$ cat src/rtl/core/cdfg_pkg.sv
// Shared types, codes and frame-building functions for the clock display frame generator.
// No dependencies; every other file in rtl/core imports this package.
package cdfg_pkg;

  // Action codes carried on the input tuser
  localparam logic [1:0] ACT_TICK = 2'd0;
  localparam logic [1:0] ACT_SET  = 2'd1;
  localparam logic [1:0] ACT_INIT = 2'd2;

  // Result status codes
  localparam logic [1:0] ST_OK     = 2'd0;
  localparam logic [1:0] ST_NOINIT = 2'd1;
  localparam logic [1:0] ST_REJECT = 2'd2;

  // Display command and address bytes
  localparam logic [7:0] CMD_DATA       = 8'h40;
  localparam logic [7:0] CMD_DISPLAY_ON = 8'h88;
  localparam logic [7:0] ADDR_DIG0      = 8'hC0;
  localparam logic [7:0] ADDR_DIG1      = 8'hC1;

  // Segment bytes for the start-up word
  localparam logic [7:0] SEG_S    = 8'hED;
  localparam logic [7:0] SEG_T    = 8'h78;
  localparam logic [7:0] SEG_R    = 8'h50;
  localparam logic [7:0] DOT_MASK = 8'h80;

  localparam logic [5:0] MAX_MINUTE = 6'd59;
  localparam logic [4:0] MAX_HOUR   = 5'd23;

  // Work handed from the front end to the back end
  typedef enum logic [2:0] {
    JOB_TICK_DOT,
    JOB_TICK_FULL,
    JOB_SET_TIME,
    JOB_NOINIT,
    JOB_REJECT,
    JOB_INIT_FULL,
    JOB_INIT_STRT
  } job_kind_t;

  typedef struct packed {
    job_kind_t   kind;
    logic [1:0]  h_tens;
    logic [3:0]  h_ones;
    logic [2:0]  m_tens;
    logic [3:0]  m_ones;
    logic        dot;
  } job_t;

  typedef struct packed {
    logic valid;
    job_t job;
  } job_push_t;

  typedef struct packed {
    logic valid;
    job_t job;
  } job_head_t;

  typedef struct packed {
    logic [7:0] first;
    logic [7:0] second;
    logic       has_second;
    logic [1:0] status;
  } frame_t;

  typedef struct packed {
    logic [2:0] tens;
    logic [3:0] ones;
  } digits_t;

  // Seven-segment code for a decimal digit, dot bit clear
  function automatic logic [7:0] seg_code(input logic [3:0] d);
    logic [7:0] s;
    unique case (d)
      4'd0:    s = 8'h3F;
      4'd1:    s = 8'h06;
      4'd2:    s = 8'h5B;
      4'd3:    s = 8'h4F;
      4'd4:    s = 8'h66;
      4'd5:    s = 8'h6D;
      4'd6:    s = 8'h7D;
      4'd7:    s = 8'h07;
      4'd8:    s = 8'h7F;
      4'd9:    s = 8'h6F;
      default: s = 8'h00;
    endcase
    return s;
  endfunction

  // Split a value below 60 into tens and ones
  function automatic digits_t split_digits(input logic [5:0] v);
    digits_t    r;
    logic [5:0] tens10;
    priority if (v >= 6'd50) begin
      r.tens = 3'd5; tens10 = 6'd50;
    end else if (v >= 6'd40) begin
      r.tens = 3'd4; tens10 = 6'd40;
    end else if (v >= 6'd30) begin
      r.tens = 3'd3; tens10 = 6'd30;
    end else if (v >= 6'd20) begin
      r.tens = 3'd2; tens10 = 6'd20;
    end else if (v >= 6'd10) begin
      r.tens = 3'd1; tens10 = 6'd10;
    end else begin
      r.tens = 3'd0; tens10 = 6'd0;
    end
    r.ones = 4'(v - tens10);
    return r;
  endfunction

  // Index of the final frame of a job
  function automatic logic [3:0] job_last(input job_kind_t k);
    logic [3:0] n;
    unique case (k)
      JOB_TICK_DOT:  n = 4'd0;
      JOB_TICK_FULL: n = 4'd4;
      JOB_SET_TIME:  n = 4'd3;
      JOB_NOINIT:    n = 4'd0;
      JOB_REJECT:    n = 4'd0;
      JOB_INIT_FULL: n = 4'd9;
      JOB_INIT_STRT: n = 4'd3;
      default:       n = 4'd0;
    endcase
    return n;
  endfunction

  function automatic frame_t data_frame(input logic [7:0] addr, input logic [7:0] seg);
    frame_t f;
    f.first      = addr;
    f.second     = seg;
    f.has_second = 1'b1;
    f.status     = ST_OK;
    return f;
  endfunction

  function automatic frame_t cmd_frame(input logic [7:0] cmd);
    frame_t f;
    f.first      = cmd;
    f.second     = 8'h00;
    f.has_second = 1'b0;
    f.status     = ST_OK;
    return f;
  endfunction

  function automatic frame_t status_frame(input logic [1:0] st);
    frame_t f;
    f.first      = 8'h00;
    f.second     = 8'h00;
    f.has_second = 1'b0;
    f.status     = st;
    return f;
  endfunction

  // One digit of the current time at display position pos
  function automatic frame_t time_frame(input job_t j, input logic [1:0] pos);
    logic [3:0] d;
    unique case (pos)
      2'd0:    d = {2'b00, j.h_tens};
      2'd1:    d = j.h_ones;
      2'd2:    d = {1'b0, j.m_tens};
      default: d = j.m_ones;
    endcase
    return data_frame(ADDR_DIG0 | {6'd0, pos}, seg_code(d));
  endfunction

  // One letter of the start-up word at display position pos
  function automatic frame_t strt_frame(input logic [1:0] pos);
    logic [7:0] s;
    unique case (pos)
      2'd0:    s = SEG_S;
      2'd1:    s = SEG_T;
      2'd2:    s = SEG_R;
      default: s = SEG_T;
    endcase
    return data_frame(ADDR_DIG0 | {6'd0, pos}, s);
  endfunction

  // Second hour digit with the blinking dot
  function automatic frame_t dot_frame(input job_t j);
    logic [7:0] s;
    s = seg_code(j.h_ones);
    if (j.dot) s = s ^ DOT_MASK;
    return data_frame(ADDR_DIG1, s);
  endfunction

  // Frame number step of a job
  function automatic frame_t gen_frame(input job_t j, input logic [3:0] step);
    frame_t     f;
    logic [1:0] ipos;
    logic [1:0] spos;
    ipos = 2'(step - 4'd1);
    spos = 2'(step - 4'd6);
    unique case (j.kind)
      JOB_TICK_DOT:  f = dot_frame(j);
      JOB_TICK_FULL: f = (step < 4'd4) ? time_frame(j, step[1:0]) : dot_frame(j);
      JOB_SET_TIME:  f = time_frame(j, step[1:0]);
      JOB_NOINIT:    f = status_frame(ST_NOINIT);
      JOB_REJECT:    f = status_frame(ST_REJECT);
      JOB_INIT_FULL: begin
        priority if (step == 4'd0)  f = cmd_frame(CMD_DATA);
        else if (step < 4'd5)      f = data_frame(ADDR_DIG0 | {6'd0, ipos}, seg_code(4'd0));
        else if (step == 4'd5)     f = cmd_frame(CMD_DISPLAY_ON);
        else                       f = strt_frame(spos);
      end
      JOB_INIT_STRT: f = strt_frame(step[1:0]);
      default:       f = status_frame(ST_OK);
    endcase
    return f;
  endfunction

endpackage

$ cat src/rtl/core/cdfg_front.sv
// Front end: accepts actions, keeps the clock and display state, queues at most one job per action.
// Depends on cdfg_pkg.
module cdfg_front (
  input  logic                clk,
  input  logic                rst_n,
  input  logic                in_tvalid,
  output logic                in_tready,
  input  logic [1:0]          in_tuser,   // [1:0] action
  input  logic [15:0]         in_tdata,   // [4:0] new_hours, [10:5] new_minutes, [15:11] zero
  input  logic                q_full,
  output cdfg_pkg::job_push_t push
);
  import cdfg_pkg::*;

  logic [5:0] seconds_r, seconds_nxt;
  logic [5:0] minutes_r, minutes_nxt;
  logic [4:0] hours_r, hours_nxt;
  logic       running_r, running_nxt;
  logic       ready_r, ready_nxt;
  logic       dot_r, dot_nxt;

  logic       accept;
  logic [1:0] action;
  logic [4:0] new_hours;
  logic [5:0] new_minutes;
  logic       minute_wrap;
  logic       hour_carry;
  digits_t    hd;
  digits_t    md;

  assign in_tready   = !q_full;
  assign accept      = in_tvalid && in_tready;
  assign action      = in_tuser;
  assign new_hours   = in_tdata[4:0];
  assign new_minutes = in_tdata[10:5];
  assign minute_wrap = (seconds_r == MAX_MINUTE);
  assign hour_carry  = minute_wrap && (minutes_r == MAX_MINUTE);

  // Next state and the job for this action
  always_comb begin
    seconds_nxt = seconds_r;
    minutes_nxt = minutes_r;
    hours_nxt   = hours_r;
    running_nxt = running_r;
    ready_nxt   = ready_r;
    dot_nxt     = dot_r;
    push.valid  = 1'b0;
    push.job    = '0;
    hd          = split_digits({1'b0, hours_r});
    md          = split_digits(minutes_r);
    if (accept) begin
      unique case (action)
        ACT_TICK: begin
          if (running_r) begin
            seconds_nxt = minute_wrap ? 6'd0 : seconds_r + 6'd1;
            if (minute_wrap) minutes_nxt = hour_carry ? 6'd0 : minutes_r + 6'd1;
            if (hour_carry)  hours_nxt = (hours_r == MAX_HOUR) ? 5'd0 : hours_r + 5'd1;
            dot_nxt    = !dot_r;
            hd         = split_digits({1'b0, hours_nxt});
            md         = split_digits(minutes_nxt);
            push.valid = ready_r;
            push.job.kind = minute_wrap ? JOB_TICK_FULL : JOB_TICK_DOT;
          end
        end
        ACT_SET: begin
          push.valid = 1'b1;
          if (new_hours > MAX_HOUR || new_minutes > MAX_MINUTE) begin
            push.job.kind = JOB_REJECT;
          end else begin
            hours_nxt     = new_hours;
            minutes_nxt   = new_minutes;
            seconds_nxt   = 6'd0;
            running_nxt   = 1'b1;
            hd            = split_digits({1'b0, new_hours});
            md            = split_digits(new_minutes);
            push.job.kind = ready_r ? JOB_SET_TIME : JOB_NOINIT;
          end
        end
        ACT_INIT: begin
          push.valid    = 1'b1;
          push.job.kind = ready_r ? JOB_INIT_STRT : JOB_INIT_FULL;
          ready_nxt     = 1'b1;
        end
        default: ;
      endcase
    end
    push.job.h_tens = hd.tens[1:0];
    push.job.h_ones = hd.ones;
    push.job.m_tens = md.tens;
    push.job.m_ones = md.ones;
    push.job.dot    = dot_r;
  end

  // Hold clock and display state
  always_ff @(posedge clk) begin
    if (!rst_n) begin
      seconds_r <= '0;
      minutes_r <= '0;
      hours_r   <= '0;
      running_r <= 1'b0;
      ready_r   <= 1'b0;
      dot_r     <= 1'b0;
    end else begin
      seconds_r <= seconds_nxt;
      minutes_r <= minutes_nxt;
      hours_r   <= hours_nxt;
      running_r <= running_nxt;
      ready_r   <= ready_nxt;
      dot_r     <= dot_nxt;
    end
  end

endmodule

$ cat src/rtl/core/cdfg_queue.sv
// Job queue between front end and back end.
// Depends on cdfg_pkg.
module cdfg_queue #(
  parameter int DEPTH = 4
) (
  input  logic                clk,
  input  logic                rst_n,
  input  cdfg_pkg::job_push_t push,
  output logic                full,
  output cdfg_pkg::job_head_t head,
  input  logic                pop
);
  import cdfg_pkg::*;

  localparam int PTR_W = (DEPTH > 1) ? $clog2(DEPTH) : 1;
  localparam int CNT_W = $clog2(DEPTH + 1);

  job_t             mem [DEPTH];
  logic [PTR_W-1:0] wr_ptr_r, rd_ptr_r;
  logic [CNT_W-1:0] count_r;
  logic             do_push;
  logic             do_pop;

  assign full      = (count_r == CNT_W'(DEPTH));
  assign head.valid = (count_r != '0);
  assign head.job   = mem[rd_ptr_r];
  assign do_push   = push.valid && !full;
  assign do_pop    = pop && head.valid;

  // Store pushed jobs
  always_ff @(posedge clk) begin
    if (do_push) mem[wr_ptr_r] <= push.job;
  end

  // Advance pointers and count
  always_ff @(posedge clk) begin
    if (!rst_n) begin
      wr_ptr_r <= '0;
      rd_ptr_r <= '0;
      count_r  <= '0;
    end else begin
      if (do_push)
        wr_ptr_r <= (wr_ptr_r == PTR_W'(DEPTH - 1)) ? '0 : wr_ptr_r + PTR_W'(1);
      if (do_pop)
        rd_ptr_r <= (rd_ptr_r == PTR_W'(DEPTH - 1)) ? '0 : rd_ptr_r + PTR_W'(1);
      if (do_push && !do_pop)      count_r <= count_r + CNT_W'(1);
      else if (do_pop && !do_push) count_r <= count_r - CNT_W'(1);
    end
  end

endmodule

$ cat src/rtl/core/cdfg_back.sv
// Back end: expands queued jobs into frames in an output register, one per cycle unless stalled.
// Depends on cdfg_pkg.
module cdfg_back (
  input  logic                clk,
  input  logic                rst_n,
  input  cdfg_pkg::job_head_t head,
  output logic                pop,
  output logic                out_tvalid,
  input  logic                out_tready,
  output logic [15:0]         out_tdata,  // [7:0] frame_first, [15:8] frame_second
  output logic [2:0]          out_tuser,  // [0] has_second, [2:1] status
  output logic                out_tlast
);
  import cdfg_pkg::*;

  logic [3:0] step_r;
  logic       valid_r;
  frame_t     frame_r;
  logic       last_r;
  logic       load;
  logic       at_last;
  frame_t     frame_nxt;

  assign load      = head.valid && (!valid_r || out_tready);
  assign at_last   = (step_r == job_last(head.job.kind));
  assign frame_nxt = gen_frame(head.job, step_r);
  assign pop       = load && at_last;

  // Step through the frames of the head job
  always_ff @(posedge clk) begin
    if (!rst_n) begin
      step_r  <= '0;
      valid_r <= 1'b0;
    end else begin
      if (load) step_r <= at_last ? 4'd0 : step_r + 4'd1;
      if (load)            valid_r <= 1'b1;
      else if (out_tready) valid_r <= 1'b0;
    end
  end

  // Hold the frame until transfer
  always_ff @(posedge clk) begin
    if (load) begin
      frame_r <= frame_nxt;
      last_r  <= at_last;
    end
  end

  assign out_tvalid = valid_r;
  assign out_tdata  = {frame_r.second, frame_r.first};
  assign out_tuser  = {frame_r.status, frame_r.has_second};
  assign out_tlast  = last_r;

endmodule

$ cat src/rtl/core/clock_display_frame_generator.sv
// Top level of the clock display frame generator: front end, job queue, back end.
// Depends on cdfg_pkg, cdfg_front, cdfg_queue and cdfg_back.
//
//  channel | direction | tdata                              | tuser                     | tlast
//  in_     | input     | [4:0] new_hours, [10:5] new_minutes| [1:0] action              | -
//  out_    | output    | [7:0] frame_first, [15:8] frame_sec| [0] has_second,[2:1] status| last
//
// An accepted action updates the registered clock state on the accepting edge; it queues at most one job.
// The back end sends one frame per cycle while out_tready stays high; a job has 1 to 10 frames.
// Up to QUEUE_DEPTH jobs wait between the two sides; in_tready drops only when the queue is full.
// rst_n is synchronous, active low, and clears the clock, flags, queue, frame step and output valid.
// A stall on out_tready holds the current frame and backs up into the queue.
module clock_display_frame_generator #(
  parameter int QUEUE_DEPTH = 4
) (
  input  logic        clk,
  input  logic        rst_n,
  input  logic        in_tvalid,
  output logic        in_tready,
  input  logic [1:0]  in_tuser,   // [1:0] action
  input  logic [15:0] in_tdata,   // [4:0] new_hours, [10:5] new_minutes, [15:11] zero
  output logic        out_tvalid,
  input  logic        out_tready,
  output logic [15:0] out_tdata,  // [7:0] frame_first, [15:8] frame_second
  output logic [2:0]  out_tuser,  // [0] has_second, [2:1] status
  output logic        out_tlast
);
  import cdfg_pkg::*;

  job_push_t push;
  job_head_t head;
  logic      q_full;
  logic      pop;

  cdfg_front u_front (
    .clk       (clk),
    .rst_n     (rst_n),
    .in_tvalid (in_tvalid),
    .in_tready (in_tready),
    .in_tuser  (in_tuser),
    .in_tdata  (in_tdata),
    .q_full    (q_full),
    .push      (push)
  );

  cdfg_queue #(
    .DEPTH (QUEUE_DEPTH)
  ) u_queue (
    .clk   (clk),
    .rst_n (rst_n),
    .push  (push),
    .full  (q_full),
    .head  (head),
    .pop   (pop)
  );

  cdfg_back u_back (
    .clk        (clk),
    .rst_n      (rst_n),
    .head       (head),
    .pop        (pop),
    .out_tvalid (out_tvalid),
    .out_tready (out_tready),
    .out_tdata  (out_tdata),
    .out_tuser  (out_tuser),
    .out_tlast  (out_tlast)
  );

endmodule
$ cat config.mk
export PLATFORM = sky130hd
export DESIGN_NAME = clock_display_frame_generator
export DESIGN_NICKNAME = d
export VERILOG_FILES = /design/src/rtl/core/cdfg_pkg.sv /design/src/rtl/core/cdfg_front.sv /design/src/rtl/core/cdfg_queue.sv /design/src/rtl/core/cdfg_back.sv /design/src/rtl/core/clock_display_frame_generator.sv
export SDC_FILE = /design/constraint.sdc
export NUM_CORES = 1
export LEC_CHECK = 0
export BUFFER_PORTS_ARGS = -buffer_cell sky130_fd_sc_hd__buf_2
export CORE_ASPECT_RATIO = 0.8
export CORE_MARGIN = 10
export CORE_UTILIZATION = 25
export DETAILED_ROUTE_END_ITERATION = 10
export HOLD_SLACK_MARGIN = 0.15
export PLACE_DENSITY = 0.45
export SETUP_SLACK_MARGIN = 0.05
export SYNTH_ARGS = -nofsm -noshare
export SYNTH_HDL_FRONTEND = slang
export SYNTH_HIERARCHICAL = 1
export SYNTH_SLANG_ARGS = --single-unit
export TNS_END_PERCENT = 1
$ cat constraint.sdc
create_clock -name clk -period 4.68 [get_ports clk]
set_clock_uncertainty 0.05 [all_clocks]
set_input_delay 0.936 -clock clk [delete_from_list [all_inputs] [get_ports clk]]
set_output_delay 0.936 -clock clk [all_outputs]
set_load 0.1 [all_outputs]
==> run metrics <==
final hold viol count 0; total gr overflow 0; R2R depth 11; post-detail-place hpwl approximately 13 mm; Top Ports 44; final wirelength 18.3 mm; EDFF count, synth 85; share of cells above drive strength 1 14.6%; Max Root-Sink Buffers 2; max_slew headroom 40.9%; Unique masters post-synth 81; DRT iter0 DRCs ~310; routed vias 5242; fill count 2951; Top FF cell, synth edfxtp_1; CP arrival 4.30 ns; largest net degree at the start of global routing 32; Slew @ Worst Pin 0.874 ns; number of buffers created by CTS 17; pwr dens 502 mW/mm^2; Largest stage delay, worst path roughly 0.80 ns; Worst Setup End Kind flip-flop; cts hold-fix bufs 0; post-synth top area cell edfxtp_1; outcome finished, final reports clean; HP Class reg -> reg; Finished Cell Area 0.00834 sq mm; Static Leak 2.94 nW; TNS Setup 0 ns; Synth Warn # 6; Cell Chain, Critical Path mux4_1 > nand3b_1 > or4_4 > a2111oi_4 > o31ai_1 > ha_1 > inv_1 > fa_1 > xor2_1 > or3_1 > a21boi_0; CTS tree built; Worst IR Drop VDD slightly above 200 uV; fmax approximately 250 MHz; Synth top area share between 30% and 40%; DRC viols 0; top post-synthesis cells by count edfxtp_1, nand2_1, inv_1, nor2_1, ha_1; RSZ-0062 raised after global routing false; crit share post-route between 80% and 90%; DIE WIDTH 211 microns; routability congestion estimate 0.797; Critical Path Start Type flip-flop; initial core utilization between 20% and 30%; worst-path maximum fanout 12; register area share after synthesis 44.1%; Slowest cell on crit path mux4_1; Routed Antenna Nets 0; Clock Latency Late Sink 0.42 ns; DR vias/cell 4.76; first-pass GRT wire length 29.9 mm; post-synthesis cell count 692; Max Cap Violations 0; final net count 785; CTS Root Cell clkbuf_16; FP Rows 55; Pins Over Slew Limit 0; Area Overhead vs Synth 13.9%; FFs w/ async S/R, synth 0%; Total GRT Usage approximately 10%; # H-tree levels 4; Area after DPL 0.00780 sq mm; Core ar. 0.0286 sq mm; PostCTS Resize Cnt 0; post-layout minimum cycle time around 4.0 ns; Syn Area/Cell 10.6 sq um; clock sink count 119; clock slew at the register clock pins of the worst setup and hold paths 0.06 ns; setup bufs post-CTS 0; initial antenna violation count 1; Final setup viols 0; Hold Path Cell Cnt 2; drt first pass iters 6; Post-Syn Area 0.00732 sq mm; count leader, synth edfxtp_1; synth top area cells edfxtp_1, dfxtp_1, ha_1, nand2_1, mux4_2; die area 0.0366 sq mm; Die Y roughly 170 microns; drt wl/cell 16.6 microns; ant diodes 0; number of global-route vias before repair roughly 5300; Port Buffers 35; critical setup path kind reg -> reg; critical path required time 4.97 ns; Seq cells post-synth ~120
[cells in the final DEF, fill, tap and decap left out, types with 8 or more instances in the layout]
master	Yosys	routed
a21boi_0	11	11
nand3_1	14	14
buf_4	6	8
and2_1	13	13
dfxtp_1	34	34
ha_1	38	38
a21oi_1	34	34
nand2b_1	8	8
nor2_1	42	42
o22ai_1	13	13
nor3b_1	11	11
xnor2_1	18	18
o21ai_0	33	33
nand2_1	72	72
mux2i_1	15	15
nor2b_1	12	12
edfxtp_1	85	85
buf_2	10	35
clkbuf_16	0	18
mux4_2	10	10
inv_1	42	42
[logic make-up after synthesis]
logic type	Yosys count	share of synthesized area, %
multiplexers	34	7.99
AND/OR/NAND/NOR	218	15.4
XOR/XNOR	23	2.75
flip-flops	119	44.1
AO/OA/AOI/OAI	168	15.7
adder cells (fa/ha/maj)	46	8.56
other	1	0.0512
buffers and inverters	83	5.41
[worst max-delay path, delay by kind of cell (launching register included)]
| family | cells | cell delay, ns |
|---|---|---|
| AOI/OAI and AO/OA | 3 | 0.88 |
| xor gates and xnor gates | 1 | 0.07 |
| adders and majority gates | 2 | 0.43 |
| buffers and inverters | 1 | 0.07 |
| DFF | 1 | 0.57 |
| muxes | 1 | 0.80 |
| and+or+nand+nor | 3 | 1.05 |
[flip-flops by register name (all words and copies together) (netlist names), 3 cells and up, named ones only]
| signal | count |
|---|---|
| u_queue/mem | 68 |
| u_front/hours_r | 5 |
| u_front/minutes_r | 6 |
| u_back/out_tdata | 13 |
| u_back/step_r | 4 |
| u_front/seconds_r | 6 |
| u_back/out_tuser | 3 |
| u_queue/count_r | 3 |
[path summary, 6_finish.rpt]
| path | startpoint | end | slack (ns) |
|---|---|---|---|
| setup / recovery | flip-flop | u_queue/count_r[2] | 0.67 |
| hold / removal | u_front/seconds_r[1] | u_front/seconds_r[1] | 0.43 |
| setup reg to reg | flip-flop | u_queue/count_r[2] | 0.67 |
| hold reg to reg | u_front/seconds_r[1] | u_front/seconds_r[1] | 0.43 |
[cell type report]
cell class / instances / area [sq um] / share of cell area, %
clock inverter: 12 / 72.6 / 0.870
clock buffer: 20 / 468 / 5.61
multi-input combinational: 492 / 3700 / 44.4
timing repair buffer: 43 / 235 / 2.82
sequential: 119 / 3230 / 38.8
inverter: 45 / 169 / 2.02
tap: 370 / 463 / 5.55
[per-layer routing]
layer	share of wire (%)	GRT usage [%]
met1	51	14.4
met2	44	15.5
met3	3.7	2.19
met4	1.7	3.59
met5	0.11	0
[stage by stage]
stage	hold WS (ns)	setup WS, ns	util (%)	power [mW]	std cells
after floorplan	0.399	1.33	-	2.73	694
after global placement	0.415	0.641	27.3	3.03	1069
after detailed placement	0.419	0.661	27.3	3.02	1069
after CTS	0.429	0.626	29.2	4.23	1101
after global routing	0.476	0.296	29.2	4.44	1101
final	0.431	0.674	29.2	4.19	1101
[power by group]
part	leakage (nW)	total (mW)	internal (mW)	switching (mW)
clock	0.268	1.20	0.716	0.480
combinational	1.59	1.61	0.421	1.19
sequential	1.08	1.38	1.32	0.0679
Power figures use the tool's default switching activity.
